--- config.mk ---
export PLATFORM = sky130hd
export DESIGN_NAME = scintillator_coincidence_counter
export DESIGN_NICKNAME = d
export VERILOG_FILES = /design/src/scc_pkg.sv /design/src/scintillator_coincidence_counter.sv
export VERILOG_INCLUDE_DIRS = /design/src /design/src/src
export SDC_FILE = /design/constraint.sdc
export NUM_CORES = 1
export LEC_CHECK = 0
export ABC_AREA = 1
export BUFFER_PORTS_ARGS = -buffer_cell sky130_fd_sc_hd__buf_2
export CORE_ASPECT_RATIO = 0.75
export CORE_MARGIN = 4
export CORE_UTILIZATION = 50
export CTS_CLUSTER_DIAMETER = 60
export DETAILED_ROUTE_END_ITERATION = 12
export PLACE_DENSITY = 0.66
export SYNTH_ARGS = -nofsm -noshare
export SYNTH_HDL_FRONTEND = slang
export SYNTH_SLANG_ARGS = --single-unit
--- constraint.sdc ---
create_clock -name clk -period 18.5 [get_ports clk]
set_clock_uncertainty 0.05 [all_clocks]
set_input_delay 3.7 -clock clk [delete_from_list [all_inputs] [get_ports clk]]
set_output_delay 3.7 -clock clk [all_outputs]
set_load 0.02 [all_outputs]
--- src/scintillator_coincidence_counter_macros.svh ---
// Assertion macros shared by the coincidence counter RTL.
`ifndef SCINTILLATOR_COINCIDENCE_COUNTER_MACROS_SVH
`define SCINTILLATOR_COINCIDENCE_COUNTER_MACROS_SVH

`ifndef SYNTHESIS

// Check a property on every rising clk edge outside of reset.
`define SCC_ASSERT(label, prop) \
  label: assert property (@(posedge clk) disable iff (rst) (prop)) \
    else $error("%m: check failed");

// Check a property on every rising clk edge, reset included.
`define SCC_ASSERT_ALWAYS(label, prop) \
  label: assert property (@(posedge clk) (prop)) \
    else $error("%m: check failed");

`else

`define SCC_ASSERT(label, prop)
`define SCC_ASSERT_ALWAYS(label, prop)

`endif

`endif

--- src/scc_pkg.sv ---
// Types, constants and helpers of the scintillator coincidence counter.
package scc_pkg;

  localparam int SampleBitsDefault = 12;
  localparam int CountBitsDefault  = 32;

  localparam int NumDet = 4;
  localparam int NumCnt = 7;

  // Counter slots, in output order.
  localparam int CNT_TRIGGER    = 0;
  localparam int CNT_HIT_EVENT  = 1;
  localparam int CNT_FOURFOLD   = 2;
  localparam int CNT_UP         = 3;
  localparam int CNT_DOWN       = 4;
  localparam int CNT_UP_TIMED   = 5;
  localparam int CNT_DOWN_TIMED = 6;

  localparam int CfgIndexBits = 2;
  localparam int CfgDataBits  = 30;

  typedef enum logic [CfgIndexBits-1:0] {
    REG_HIT_THRESHOLD      = 2'd0,
    REG_COINCIDENCE_WINDOW = 2'd1,
    REG_SECOND_PERIOD      = 2'd2
  } reg_index_t;

  localparam logic [11:0] HitThresholdReset      = 12'd400;
  localparam logic [29:0] CoincidenceWindowReset = 30'd5800;
  localparam logic [29:0] SecondPeriodReset      = 30'd1000000000;

  typedef struct packed {
    logic [4:0]  channel;
    logic [11:0] sample;
    logic        end_of_event;
    logic [29:0] nanoseconds;
    logic [31:0] second_count;
  } in_word_t;

  typedef struct packed {
    logic [3:0]  hit_mask;
    logic [11:0] max_a;
    logic [11:0] max_b;
    logic [11:0] max_c;
    logic [11:0] max_d;
    logic [31:0] trigger_total;
    logic [31:0] hit_event_total;
    logic [31:0] fourfold_total;
    logic [31:0] up_total;
    logic [31:0] down_total;
    logic [31:0] up_timed_total;
    logic [31:0] down_timed_total;
  } out_word_t;

  typedef struct packed {
    logic       valid;
    logic [1:0] idx;
  } det_sel_t;

  // Map an ADC channel to its detector; unmapped channels give valid = 0.
  function automatic det_sel_t detector_of(logic [4:0] ch);
    det_sel_t sel;
    sel.valid = 1'b1;
    sel.idx   = 2'd0;
    if (ch <= 5'd5) begin
      sel.idx = 2'd0;
    end else if (ch <= 5'd11) begin
      sel.idx = 2'd1;
    end else if (ch >= 5'd18 && ch <= 5'd23) begin
      sel.idx = 2'd2;
    end else if (ch >= 5'd24 && ch <= 5'd29) begin
      sel.idx = 2'd3;
    end else begin
      sel.valid = 1'b0;
    end
    return sel;
  endfunction

endpackage

--- src/scintillator_coincidence_counter.sv ---
// Top level of the scintillator coincidence counter.
//
// Usage:
//   in_valid/in_ready/in_data carry one ADC word per handshake: channel,
//   sample, end-of-event flag and the event time stamp. Channels 0-5, 6-11,
//   18-23 and 24-29 feed detectors A to D; other channels are ignored.
//   out_valid/out_ready/out_data deliver one result word per event, on the
//   word flagged end_of_event: hit mask, four peak samples and seven
//   saturating totals. Other words give no result.
//   cfg_write/cfg_index/cfg_data write hit_threshold (0), coincidence_window
//   (1) and second_period (2); other indexes are ignored. Write only while
//   the block is idle.
// Timing:
//   A word lands in the input register; compare, subtract and counter logic
//   then updates the event state and the result register: a result shows on
//   out_data once its end word leaves the input register into the result register.
//   One word per cycle is sustained; the input register advances each cycle
//   unless it holds an end word and the result register is still full.
// Reset (rst, synchronous): clears peaks, hit flags, totals, the previous
//   event time and both valid flags, and loads the register defaults.
// Stall: a stalled result holds out_data; non-end words keep flowing, and
//   in_ready drops only when an end word waits behind an untaken result.
module scintillator_coincidence_counter #(
  parameter int SAMPLE_BITS = scc_pkg::SampleBitsDefault,
  parameter int COUNT_BITS  = scc_pkg::CountBitsDefault
) (
  input  logic                                clk,
  input  logic                                rst,
  input  logic                                in_valid,
  output logic                                in_ready,
  input  scc_pkg::in_word_t                   in_data,
  output logic                                out_valid,
  input  logic                                out_ready,
  output scc_pkg::out_word_t                  out_data,
  input  logic                                cfg_write,
  input  logic [scc_pkg::CfgIndexBits-1:0]    cfg_index,
  input  logic [scc_pkg::CfgDataBits-1:0]     cfg_data
);

`include "scintillator_coincidence_counter_macros.svh"

  localparam int CmpBits = SAMPLE_BITS + 12;

  // Configuration registers
  logic [11:0] hit_threshold;
  logic [29:0] coincidence_window;
  logic [29:0] second_period;

  // Input register
  logic              s1_valid;
  scc_pkg::in_word_t s1_word;
  logic              s1_fire;

  // Event state
  logic [SAMPLE_BITS-1:0] peak [scc_pkg::NumDet];
  logic [SAMPLE_BITS-1:0] peak_next [scc_pkg::NumDet];
  logic [scc_pkg::NumDet-1:0] hit;
  logic [scc_pkg::NumDet-1:0] hit_next;
  logic        prev_ab_only;
  logic [29:0] prev_nanoseconds;
  logic [31:0] prev_seconds;
  logic [COUNT_BITS-1:0] cnt [scc_pkg::NumCnt];
  logic [COUNT_BITS-1:0] cnt_next [scc_pkg::NumCnt];
  logic [scc_pkg::NumCnt-1:0] cnt_inc;

  scc_pkg::det_sel_t      det;
  logic [CmpBits-1:0]     smp_wide;
  logic [SAMPLE_BITS-1:0] smp;
  logic                   smp_hit;
  logic                   ab_only;
  logic                   cd_only;
  logic signed [31:0]     delta;
  logic                   in_window;
  logic [11:0]            peak_out [scc_pkg::NumDet];
  logic [31:0]            cnt_out [scc_pkg::NumCnt];

  // Configuration writes; unknown indexes drop.
  always_ff @(posedge clk) begin
    if (rst) begin
      hit_threshold      <= scc_pkg::HitThresholdReset;
      coincidence_window <= scc_pkg::CoincidenceWindowReset;
      second_period      <= scc_pkg::SecondPeriodReset;
    end else if (cfg_write) begin
      case (cfg_index)
        scc_pkg::REG_HIT_THRESHOLD:      hit_threshold      <= cfg_data[11:0];
        scc_pkg::REG_COINCIDENCE_WINDOW: coincidence_window <= cfg_data;
        scc_pkg::REG_SECOND_PERIOD:      second_period      <= cfg_data;
        default: ;
      endcase
    end
  end

  // The input register moves on unless it holds an end word that has no room.
  assign s1_fire  = s1_valid && (!s1_word.end_of_event || !out_valid || out_ready);
  assign in_ready = !s1_valid || s1_fire;

  always_ff @(posedge clk) begin
    if (rst) begin
      s1_valid <= 1'b0;
    end else if (in_ready) begin
      s1_valid <= in_valid;
    end
  end

  always_ff @(posedge clk) begin
    if (in_ready && in_valid) begin
      s1_word <= in_data;
    end
  end

  // Sample as SAMPLE_BITS wide: truncate or zero extend the 12 bit field.
  assign smp_wide = {{SAMPLE_BITS{1'b0}}, s1_word.sample};
  assign smp      = smp_wide[SAMPLE_BITS-1:0];
  assign smp_hit  = {{12{1'b0}}, smp} > {{SAMPLE_BITS{1'b0}}, hit_threshold};
  assign det      = scc_pkg::detector_of(s1_word.channel);

  // Fold this word into the selected detector.
  always_comb begin
    for (int k = 0; k < scc_pkg::NumDet; k++) begin
      peak_next[k] = peak[k];
      hit_next[k]  = hit[k];
      if (det.valid && det.idx == 2'(k)) begin
        if (smp > peak[k]) begin
          peak_next[k] = smp;
        end
        if (smp_hit) begin
          hit_next[k] = 1'b1;
        end
      end
    end
  end

  assign ab_only = hit_next[0] && hit_next[1] && !hit_next[2] && !hit_next[3];
  assign cd_only = !hit_next[0] && !hit_next[1] && hit_next[2] && hit_next[3];

  // Signed time since the last A-and-B-only event.
  assign delta = $signed({2'b00, s1_word.nanoseconds}) - $signed({2'b00, prev_nanoseconds})
               + ((s1_word.second_count != prev_seconds) ?
                  $signed({2'b00, second_period}) : 32'sd0);
  assign in_window = delta < $signed({2'b00, coincidence_window});

  always_comb begin
    cnt_inc = '0;
    cnt_inc[scc_pkg::CNT_TRIGGER]    = 1'b1;
    cnt_inc[scc_pkg::CNT_HIT_EVENT]  = |hit_next;
    cnt_inc[scc_pkg::CNT_FOURFOLD]   = &hit_next;
    cnt_inc[scc_pkg::CNT_UP]         = prev_ab_only && ab_only;
    cnt_inc[scc_pkg::CNT_DOWN]       = prev_ab_only && cd_only;
    cnt_inc[scc_pkg::CNT_UP_TIMED]   = prev_ab_only && ab_only && in_window;
    cnt_inc[scc_pkg::CNT_DOWN_TIMED] = prev_ab_only && cd_only && in_window;
  end

  // Saturating increments.
  always_comb begin
    for (int k = 0; k < scc_pkg::NumCnt; k++) begin
      cnt_next[k] = (cnt_inc[k] && cnt[k] != '1) ? cnt[k] + 1'b1 : cnt[k];
    end
  end

  // Advance the event state; clear the per-event part on the end word.
  always_ff @(posedge clk) begin
    if (rst) begin
      for (int k = 0; k < scc_pkg::NumDet; k++) begin
        peak[k] <= '0;
      end
      hit <= '0;
      for (int k = 0; k < scc_pkg::NumCnt; k++) begin
        cnt[k] <= '0;
      end
      prev_ab_only     <= 1'b0;
      prev_nanoseconds <= '0;
      prev_seconds     <= '0;
    end else if (s1_fire) begin
      if (s1_word.end_of_event) begin
        for (int k = 0; k < scc_pkg::NumDet; k++) begin
          peak[k] <= '0;
        end
        hit <= '0;
        for (int k = 0; k < scc_pkg::NumCnt; k++) begin
          cnt[k] <= cnt_next[k];
        end
        prev_ab_only <= ab_only;
        if (ab_only) begin
          prev_nanoseconds <= s1_word.nanoseconds;
          prev_seconds     <= s1_word.second_count;
        end
      end else begin
        peak <= peak_next;
        hit  <= hit_next;
      end
    end
  end

  // Fit internal widths to the 12 and 32 bit result fields.
  always_comb begin
    logic [SAMPLE_BITS+11:0] pw;
    logic [COUNT_BITS+31:0]  cw;
    for (int k = 0; k < scc_pkg::NumDet; k++) begin
      pw          = {12'd0, peak_next[k]};
      peak_out[k] = pw[11:0];
    end
    for (int k = 0; k < scc_pkg::NumCnt; k++) begin
      cw         = {32'd0, cnt_next[k]};
      cnt_out[k] = cw[31:0];
    end
  end

  // Result register: load on an end word, drop once taken.
  always_ff @(posedge clk) begin
    if (rst) begin
      out_valid <= 1'b0;
    end else if (s1_fire && s1_word.end_of_event) begin
      out_valid <= 1'b1;
    end else if (out_ready) begin
      out_valid <= 1'b0;
    end
  end

  always_ff @(posedge clk) begin
    if (s1_fire && s1_word.end_of_event) begin
      out_data.hit_mask         <= hit_next;
      out_data.max_a            <= peak_out[0];
      out_data.max_b            <= peak_out[1];
      out_data.max_c            <= peak_out[2];
      out_data.max_d            <= peak_out[3];
      out_data.trigger_total    <= cnt_out[scc_pkg::CNT_TRIGGER];
      out_data.hit_event_total  <= cnt_out[scc_pkg::CNT_HIT_EVENT];
      out_data.fourfold_total   <= cnt_out[scc_pkg::CNT_FOURFOLD];
      out_data.up_total         <= cnt_out[scc_pkg::CNT_UP];
      out_data.down_total       <= cnt_out[scc_pkg::CNT_DOWN];
      out_data.up_timed_total   <= cnt_out[scc_pkg::CNT_UP_TIMED];
      out_data.down_timed_total <= cnt_out[scc_pkg::CNT_DOWN_TIMED];
    end
  end

  // Checks
  `SCC_ASSERT(a_trigger_monotonic,
    cnt[scc_pkg::CNT_TRIGGER] >= $past(cnt[scc_pkg::CNT_TRIGGER]))
  `SCC_ASSERT(a_hit_le_trigger,
    cnt[scc_pkg::CNT_HIT_EVENT] <= cnt[scc_pkg::CNT_TRIGGER])
  `SCC_ASSERT(a_up_timed_le_up,
    cnt[scc_pkg::CNT_UP_TIMED] <= cnt[scc_pkg::CNT_UP])
  `SCC_ASSERT(a_event_cleared,
    (s1_fire && s1_word.end_of_event) |=> (hit == '0 && peak[0] == '0))
  `SCC_ASSERT(a_no_result_mid_event,
    (s1_valid && !s1_word.end_of_event && out_valid && out_ready) |=> !out_valid)

endmodule
# Word-level counts from Yosys, hierarchy flattened
# Memory sizes are Yosys's and may differ from the RTL's.
# Cells that the tools add are included.
[classes] n_eq_ne=13 n_reduce_logical=45 n_lt_le_gt_ge=12 n_bitwise=7 muxes=49 n_addsub=9
[op_table] cell="$mux 32" n=14
[op_table] cell="$add 32x1->32 const B" n=7
[op_table] cell="$ne 32x32->1 const B" n=7
[op_table] cell="$mux 12" n=8
[op_table] cell="$gt 12x12->1" n=5
[op_table] cell="$mux 48" n=1
[op_table] cell="$add 31x31->32" n=1
[op_table] cell="$lt 32x31->1" n=1
[op_table] cell="$ne 32x32->1" n=1
[op_table] cell="$sub 30x30->31" n=1
[op_table] cell="$mux 30" n=1
[op_table] cell="$logic_and 1x1->1" n=25
[op_table] cell="$mux 1" n=20
[op_table] cell="$ge 5x5->1 const B" n=2
[op_table] cell="$le 5x5->1 const B" n=2
[op_table] cell="$mux 2" n=4
[op_table] cell="$reduce_and 2->1" n=4
[op_table] cell="$logic_not 1->1" n=7
[op_table] cell="$or 1x1->1" n=7
[op_table] cell="$eq 2x2->1 const B" n=3
[op_table] cell="$le 5x3->1 const B" n=1
[op_table] cell="$le 5x4->1 const B" n=1
[op_table] cell="$eq 2x1->1 const B" n=2
[op_table] cell="$logic_not 2->1" n=2
[op_table] cell="other kinds (6)" n=8
[word_totals] n_memories=1 reg_bits=545 output_inout_bits=278 word_cells=166 in_bits=117 mem_bits_rw=224
[mem_list] memory="cnt" depth=7 word_bits=32 rd=7 rd_ports_with_merged_regs=0 write_ports=7 line="scintillator_coincidence_counter.sv:62" source="logic [COUNT_BITS-1:0] cnt [scc_pkg::NumCnt];"

# Longest topological paths before layout
# Gate-level depths: netlist of the first run.
[depth] word_depth=18 ltp_mapped=37 depth_no_buf=35

# Least setup slack after synthesis of the first run
# OpenSTA, ideal clock, no wires.
[synth_timing] kind="input-to-reg" startpoint="input out_ready" endpoint="register prev_nanoseconds[0]" required_time_ns=18.380 t_arrival_ns=11.185 cell_stages=10 setup_ns=0.070 slack_ns=7.195 n_path_buf=2 cell_sequence="inv_1 -> nand3_1 -> nand2_1 -> inv_1 -> nand2_1 -> inv_1 -> nand3_1 -> clkbuf_1 -> buf_2 -> a21oi_1"
[synth_via] elab_chain_len=3
[synth_lines] item="start, declared" line="scintillator_coincidence_counter.sv:33" source="input logic out_ready,"
[synth_lines] item="$logic_or 1x1->1" line="scintillator_coincidence_counter.sv:94" source="assign s1_fire = s1_valid && (!s1_word.end_of_event || !out_valid || out_ready);"
[synth_lines] item="$logic_and 1x1->1" line="scintillator_coincidence_counter.sv:94"
[synth_lines] item="$reduce_and 3->1 (no line)"
[synth_lines] item="end signal, assigned" line="scintillator_coincidence_counter.sv:184" source="prev_nanoseconds <= s1_word.nanoseconds;"
[synth_lines] item="end, declared" line="scintillator_coincidence_counter.sv:60" source="logic [29:0] prev_nanoseconds;"
# No other way between the ends.
# A chain may end at the register's enable or synchronous reset.

# Final worst setup path of the first run
[layout_timing] startpoint="input out_ready" endpoint="output in_ready"
[layout_via] elab_chain_len=3
[layout_lines] item="$logic_or 1x1->1" line="scintillator_coincidence_counter.sv:94"
[layout_lines] item="$logic_and 1x1->1" line="scintillator_coincidence_counter.sv:94"
[layout_lines] item="$logic_or 1x1->1" line="scintillator_coincidence_counter.sv:95" source="assign in_ready = !s1_valid || s1_fire;"
[layout_lines] item="end, declared" line="scintillator_coincidence_counter.sv:30" source="output logic in_ready,"
# No other way between the ends.

==> reports/results.ini, run 1 <==
[routing]
wire_per_inst_um = 17.7
drt_wl_total_mm = 104
ant_nets = 0
drt_iter0_markers = 2897
drc = 0
routed_via_density = 5.35
num_vias = 31500
dr.pass1.iters = 8

[worst_setup_path]
worst-setup-path-type = primary input to output pin
worst-path-buf-inv = 3
cp_common_cell = buf_2
crit_chain = buf_2, inv_1, nand4_1, buf_2
crit_slowest_cell = buf_2
worstSetupStartpointType = primary input
cp.arrival_ns = 4.23
end_kind = output pin
critical-path-top-delay-family = buffers and inverters
worst_path_largest_cell_delay_ns = 0.21
required_ns = 14.75
crit_fanout = 3

[timing]
post-route-worst-setup-slack_ns = 10.52
setup_viol = 0
hold_violations = 0
worst_slew_pin_slew_ns = 1.12
rsz0062_at_grt = false
fmax_ghz = 0.125
finalCritPeriodShare = 0.431
setup_tns_ns = 0
whs_ns = 0.403
timing.slew.headroom = 0.256
finalMaxSlewViolations = 0
layout_min_cycle_time_ns = 7.98

[clock_network]
clk_pin_slew_worst_paths_ns = 0.06
clock_path_buffers = 3
cts_setup_buffers = 0
cts_tree = yes
cts.hold.buffers_added = 0
htree_levels = 3
root_buffer = clkbuf_16
cts_sinks = 768
clk_latency_ns = 0.65
cts_resized = 0
cts_buffers = 80

[logic_synthesis]
synth_fp_nets = 4688
synth_area_um2 = 39800
synth.top_cells.by_count = nand2_1 (1,088), edfxtp_1 (579), inv_1 (499)
synth_cell_type_count = 57
yosysWarnings = 0
synth_seq_cells = 768
yosysMostFrequentCell = nand2_1
yosysTopAreaCellShare = 0.437
synthArstFlopShare = 0
yosysTopAreaCell = edfxtp_1
synth_flop_cell = edfxtp_1
synthCells = 4413
synth_edf_count = 579
yosysSeqAreaShare = 0.532
synth_area_per_cell_um2 = 9.01
synth.area.top_cells = edfxtp_1 (44%), nand2_1 (10%), dfxtp_1 (9.5%), a21oi_1 (5.6%), ha_1 (4.9%)

[grt]
grt_pass1_wl_mm = 162
grt_overflow = 0
grt_pass1_vias = 29100
grt_usage = 0.241
grt_max_degree = 174
grt_antenna_before_repair = 1

[floorplanning]
ios = 395
start_util = 0.505
dieArea_um2 = 84200
core.rowCount = 89
core_um2 = 78700
die_y_um = 252
die_x_um = 334

[place]
numPortBuffers = 393
gp_congestion = 0.951
dp_slack_ns = 10.54
dpl.hpwl_mm = 74.2
dp.cells = 5734

[final_layout]
drive_gt1_frac = 0.121
instances_no_fill = 5883
area_growth_pct = 13.9
nNetsFinal = 5045

[hold_path]
hold_class = flop to flop

[outcome]
status = finished, final reports clean

[pwr]
p_leak_nw = 18.3
totalPowerFinal_mw = 4.09
max-vdd-ir-drop_mv = 0.0918
powerDensity_nw_per_um2 = 90.3

[run]
maxCapViolCount = 0

==> cell type report <==
class,count,area (um2)
multi-input combinational,2994,16100
clock buffer,106,2230
clock inverter,42,417
inverter,512,1940
tap,1046,1310
antenna,1,2.50
timing repair buffer,414,2150
sequential,768,21200
fill,6966,33400
==> through the flow <==
stage	cell area [um2]	utilization
final	45300	0.575
after global routing	45300	0.575
after CTS	45300	0.575
after detailed placement	42600	0.542
after global placement	42600	0.542
after floorplan	39800	-
==> metal layers <==
metal	wire (um)	track usage	share of wire	vias up
li1	-	-	-	15700
met1	49900	0.370	0.48	14700
met2	43500	0.350	0.42	1037
met3	8470	0.0494	0.081	129
met4	2290	0.0594	0.022	0
met5	0	0	0	-
==> state kept, by name, summed over array words and instances (netlist names), 12 cells and up <==
| signal | flops |
|---|---|
| hit_threshold | 12 |
| out_data | 276 |
| s1_word | 67 |
| second_period | 30 |
| coincidence_window | 30 |
| smp | 12 |
| cnt | 224 |
| peak | 48 |
| prev_nanoseconds | 30 |
| prev_seconds | 32 |
==> cells by family (layout without fill, tap and decap cells) <==
kind of cell / count (synthesis) / after routing / share of synthesized area
DFF: 768 / 768 / 0.532
other: 0 / 1 / 0
and+or+nand+nor: 1825 / 1825 / 0.194
adders and majority gates: 158 / 158 / 0.0501
AOI/OAI and AO/OA: 743 / 743 / 0.0994
xor gates and xnor gates: 268 / 268 / 0.0596
buffers and inverters: 651 / 1074 / 0.0648
==> worst reg2reg max path: cells and delay by family, from the launching register on <==
| family | cells | cell delay [ns] |
|---|---|---|
| xor gates and xnor gates | 2 | 0.40 |
| AOI/OAI and AO/OA | 7 | 1.34 |
| and+or+nand+nor | 17 | 3.70 |
| adders and majority gates | 4 | 1.29 |
| buffers and inverters | 2 | 0.14 |
| DFF | 1 | 0.37 |
==> power breakdown <==
group / leakage [nW] / internal [mW] / switching [mW]
combinational: 9.78 / 0.158 / 0.328
clock: 1.28 / 0.906 / 0.710
sequential: 7.28 / 1.93 / 0.0557
total: 18.3 / 2.99 / 1.09
==> final timing paths <==
kind,start,to,slack (ns),cells after the start
min reg2reg,second_period[26]$_SDFFE_PP0P_,second_period[26]$_SDFFE_PP0P_,0.40,2
max,out_ready,in_ready,10.52,4
max reg2reg,s1_word[32]$_DFFE_PP_,cnt[6][30]$_SDFFCE_PP0P_,10.92,32
min,second_period[26]$_SDFFE_PP0P_,second_period[26]$_SDFFE_PP0P_,0.40,2
==> placed cells by master, fill, tap and decap left out, drive strengths merged, types with 5 or more instances in the layout <==
cell type	synthesis	final
nor4	55	55
nor2	330	330
dfxtp	189	189
ha	156	156
a211oi	5	5
o21ai	215	215
clkbuf	89	106
inv	508	510
o21bai	5	5
clkinv	4	38
nand3	70	70
a221oi	6	6
nand4	139	139
o211ai	28	28
buf	49	414
nand2	1095	1095
a21o	8	8
o22ai	7	7
or2	6	6
o21a	6	6
a31oi	6	6
nor3	117	117
a21oi	446	446
xor2	198	198
xnor2	70	70
edfxtp	579	579
(Power assumes the default switching activity.)
==> run 2, diff against run 1 <==
clock period = 7.5 ns   (was 18.5 ns; I/O delays follow)
==> reports/results.ini, run 2 (synthesis results as in run 1) <==
[routing]
ant_nets = 0
num_vias = 31700
wire_per_inst_um = 18.1
dr.pass1.iters = 5
drt_wl_total_mm = 107
drc = 0
routed_via_density = 5.39
drt_iter0_markers = 2870

[final_layout]
insertedDiodeCount = 0
nNetsFinal = 5054
reg.largest.list = out_data x276, cnt x224, s1_word x67
postLayoutCoreUtil = 0.576
mostFrequentLayoutCell = nand2_1
design_area_um2 = 45300
regMostFlops = out_data
ff_latch_area_um2 = 21200
drive_gt1_frac = 0.122
final_cell_mix = nand2_1 (1,087), edfxtp_1 (579), inv_1 (496)
area_growth_pct = 13.9
multiInputGateArea_um2 = 16100
largest_register_ffs = 276
instances_no_fill = 5891
fillers = 7048

[worst_setup_path]
r2r.worst_path.cells = 33
worst-path-buf-inv = 3
crit_fanout = 26
required_ns = 7.79
end_kind = flop
cp.arrival_ns = 7.06
cp_common_cell = nand2_1
worstSetupStartpointType = flop
critical-path-top-delay-family = simple AND/OR/NAND/NOR gates
crit_slowest_cell = nor4_2
worst-setup-path-type = flop to flop
worst_path_largest_cell_delay_ns = 0.50
cp.depth = 33

[place]
numPortBuffers = 393
dpl.hpwl_mm = 76.8
dp.cells = 5744
place_area_um2 = 42700
gp_congestion = 0.938
dp_slack_ns = 0.640

[pwr]
swShare = 0.263
max-vdd-ir-drop_mv = 0.209
power_frac_comb = 0.120
p_int_mw = 7.44
powerDensity_nw_per_um2 = 223
power_frac_clock = 0.394
seq_power_share = 0.486
switching_power_mw = 2.65
totalPowerFinal_mw = 10.1
p_leak_nw = 18.3

[floorplanning]
core_um2 = 78700
ios = 395
dieArea_um2 = 84200
die_y_um = 252
core.rowCount = 89
start_util = 0.505
die_x_um = 334

[clock_network]
cts_tree = yes
clk_pin_slew_worst_paths_ns = 0.07
cts_buffers = 79
root_buffer = clkbuf_16
cts_sinks = 768
clk_latency_ns = 0.64
clock_path_buffers = 3
cts_setup_buffers = 0
htree_levels = 3

[timing]
hold_violations = 0
finalCritPeriodShare = 0.904
finalMaxSlewViolations = 0
worst_slew_pin_slew_ns = 1.10
setup_tns_ns = 0
whs_ns = 0.404
timing.slew.headroom = 0.266
layout_min_cycle_time_ns = 6.78
setup_viol = 0
rsz0062_at_grt = false
post-route-worst-setup-slack_ns = 0.723
fmax_ghz = 0.148

[grt]
grt_max_degree = 170
grt_pass1_wl_mm = 165
grt_usage = 0.247
grt_pass1_vias = 29300
grt_overflow = 0
grt_antenna_before_repair = 1

[hold_path]
hold_class = flop to flop
whs_path_depth = 2

[outcome]
status = finished, final reports clean

[run]
maxCapViolCount = 0

-- run 2: changes by cell type in the layout (fill, tap and decap cells not counted), sizes merged --
cell,before,now
clkinvlp,3,10
bufinv,3,7
clkinv,38,25
diode,1,0
inv,510,513
clkbuf,106,104
buf,414,424
-- run 2: power groups by stage --
stage	Combinational (mW)	Sequential [mW]	Clock, mW
after global routing	1.38	4.91	4.25
after CTS	1.21	4.90	4.07
after floorplan	0.813	5.02	0
after global placement	1.18	4.98	0
after detailed placement	1.20	4.99	0
final	1.21	4.90	3.98
-- run 2: path summary, 6_finish.rpt --
path,startpoint,endpoint,slack [ns]
worst max-delay path,s1_word[32]$_DFFE_PP_,cnt[5][22]$_SDFFCE_PN0P_,0.72
worst min-delay path,prev_nanoseconds[0]$_SDFFE_PP0P_,prev_nanoseconds[0]$_SDFFE_PP0P_,0.40
worst max register to register,s1_word[32]$_DFFE_PP_,cnt[5][22]$_SDFFCE_PN0P_,0.72
worst min register to register,prev_nanoseconds[0]$_SDFFE_PP0P_,prev_nanoseconds[0]$_SDFFE_PP0P_,0.40
-- run 2: layout make-up --
type	instances	area share
clock buffers	104	0.0475
clock inverters	43	0.00947
inverters	512	0.0427
multi-input cells	2994	0.355
flip-flops and latches	768	0.467
well taps	1046	0.0289
repair buffers	424	0.0494
-- run 2: what timing repair did --
action                     in CTS  in global routing
setup endpoints to repair       0                 64
hold endpoints to repair        0                  0
hold buffers                    0                  0
gates resized for setup         0                  1
-- run 2: routing by layer --
metal / part of all wire / vias to the layer above / global-route usage
met4: 0.024 / 0 / 0.0649
li1: - / 15700 / -
met2: 0.41 / 1047 / 0.354
met1: 0.48 / 14900 / 0.380
met5: 0 / - / 0
met3: 0.080 / 125 / 0.0491
-- run 2: worst min-delay path, delay by kind of cell (launching register included) --
family                 cells  cell delay (ns)
buffers and inverters      1             0.05
flip-flops                 1             0.31
AO/OA/AOI/OAI              1             0.05
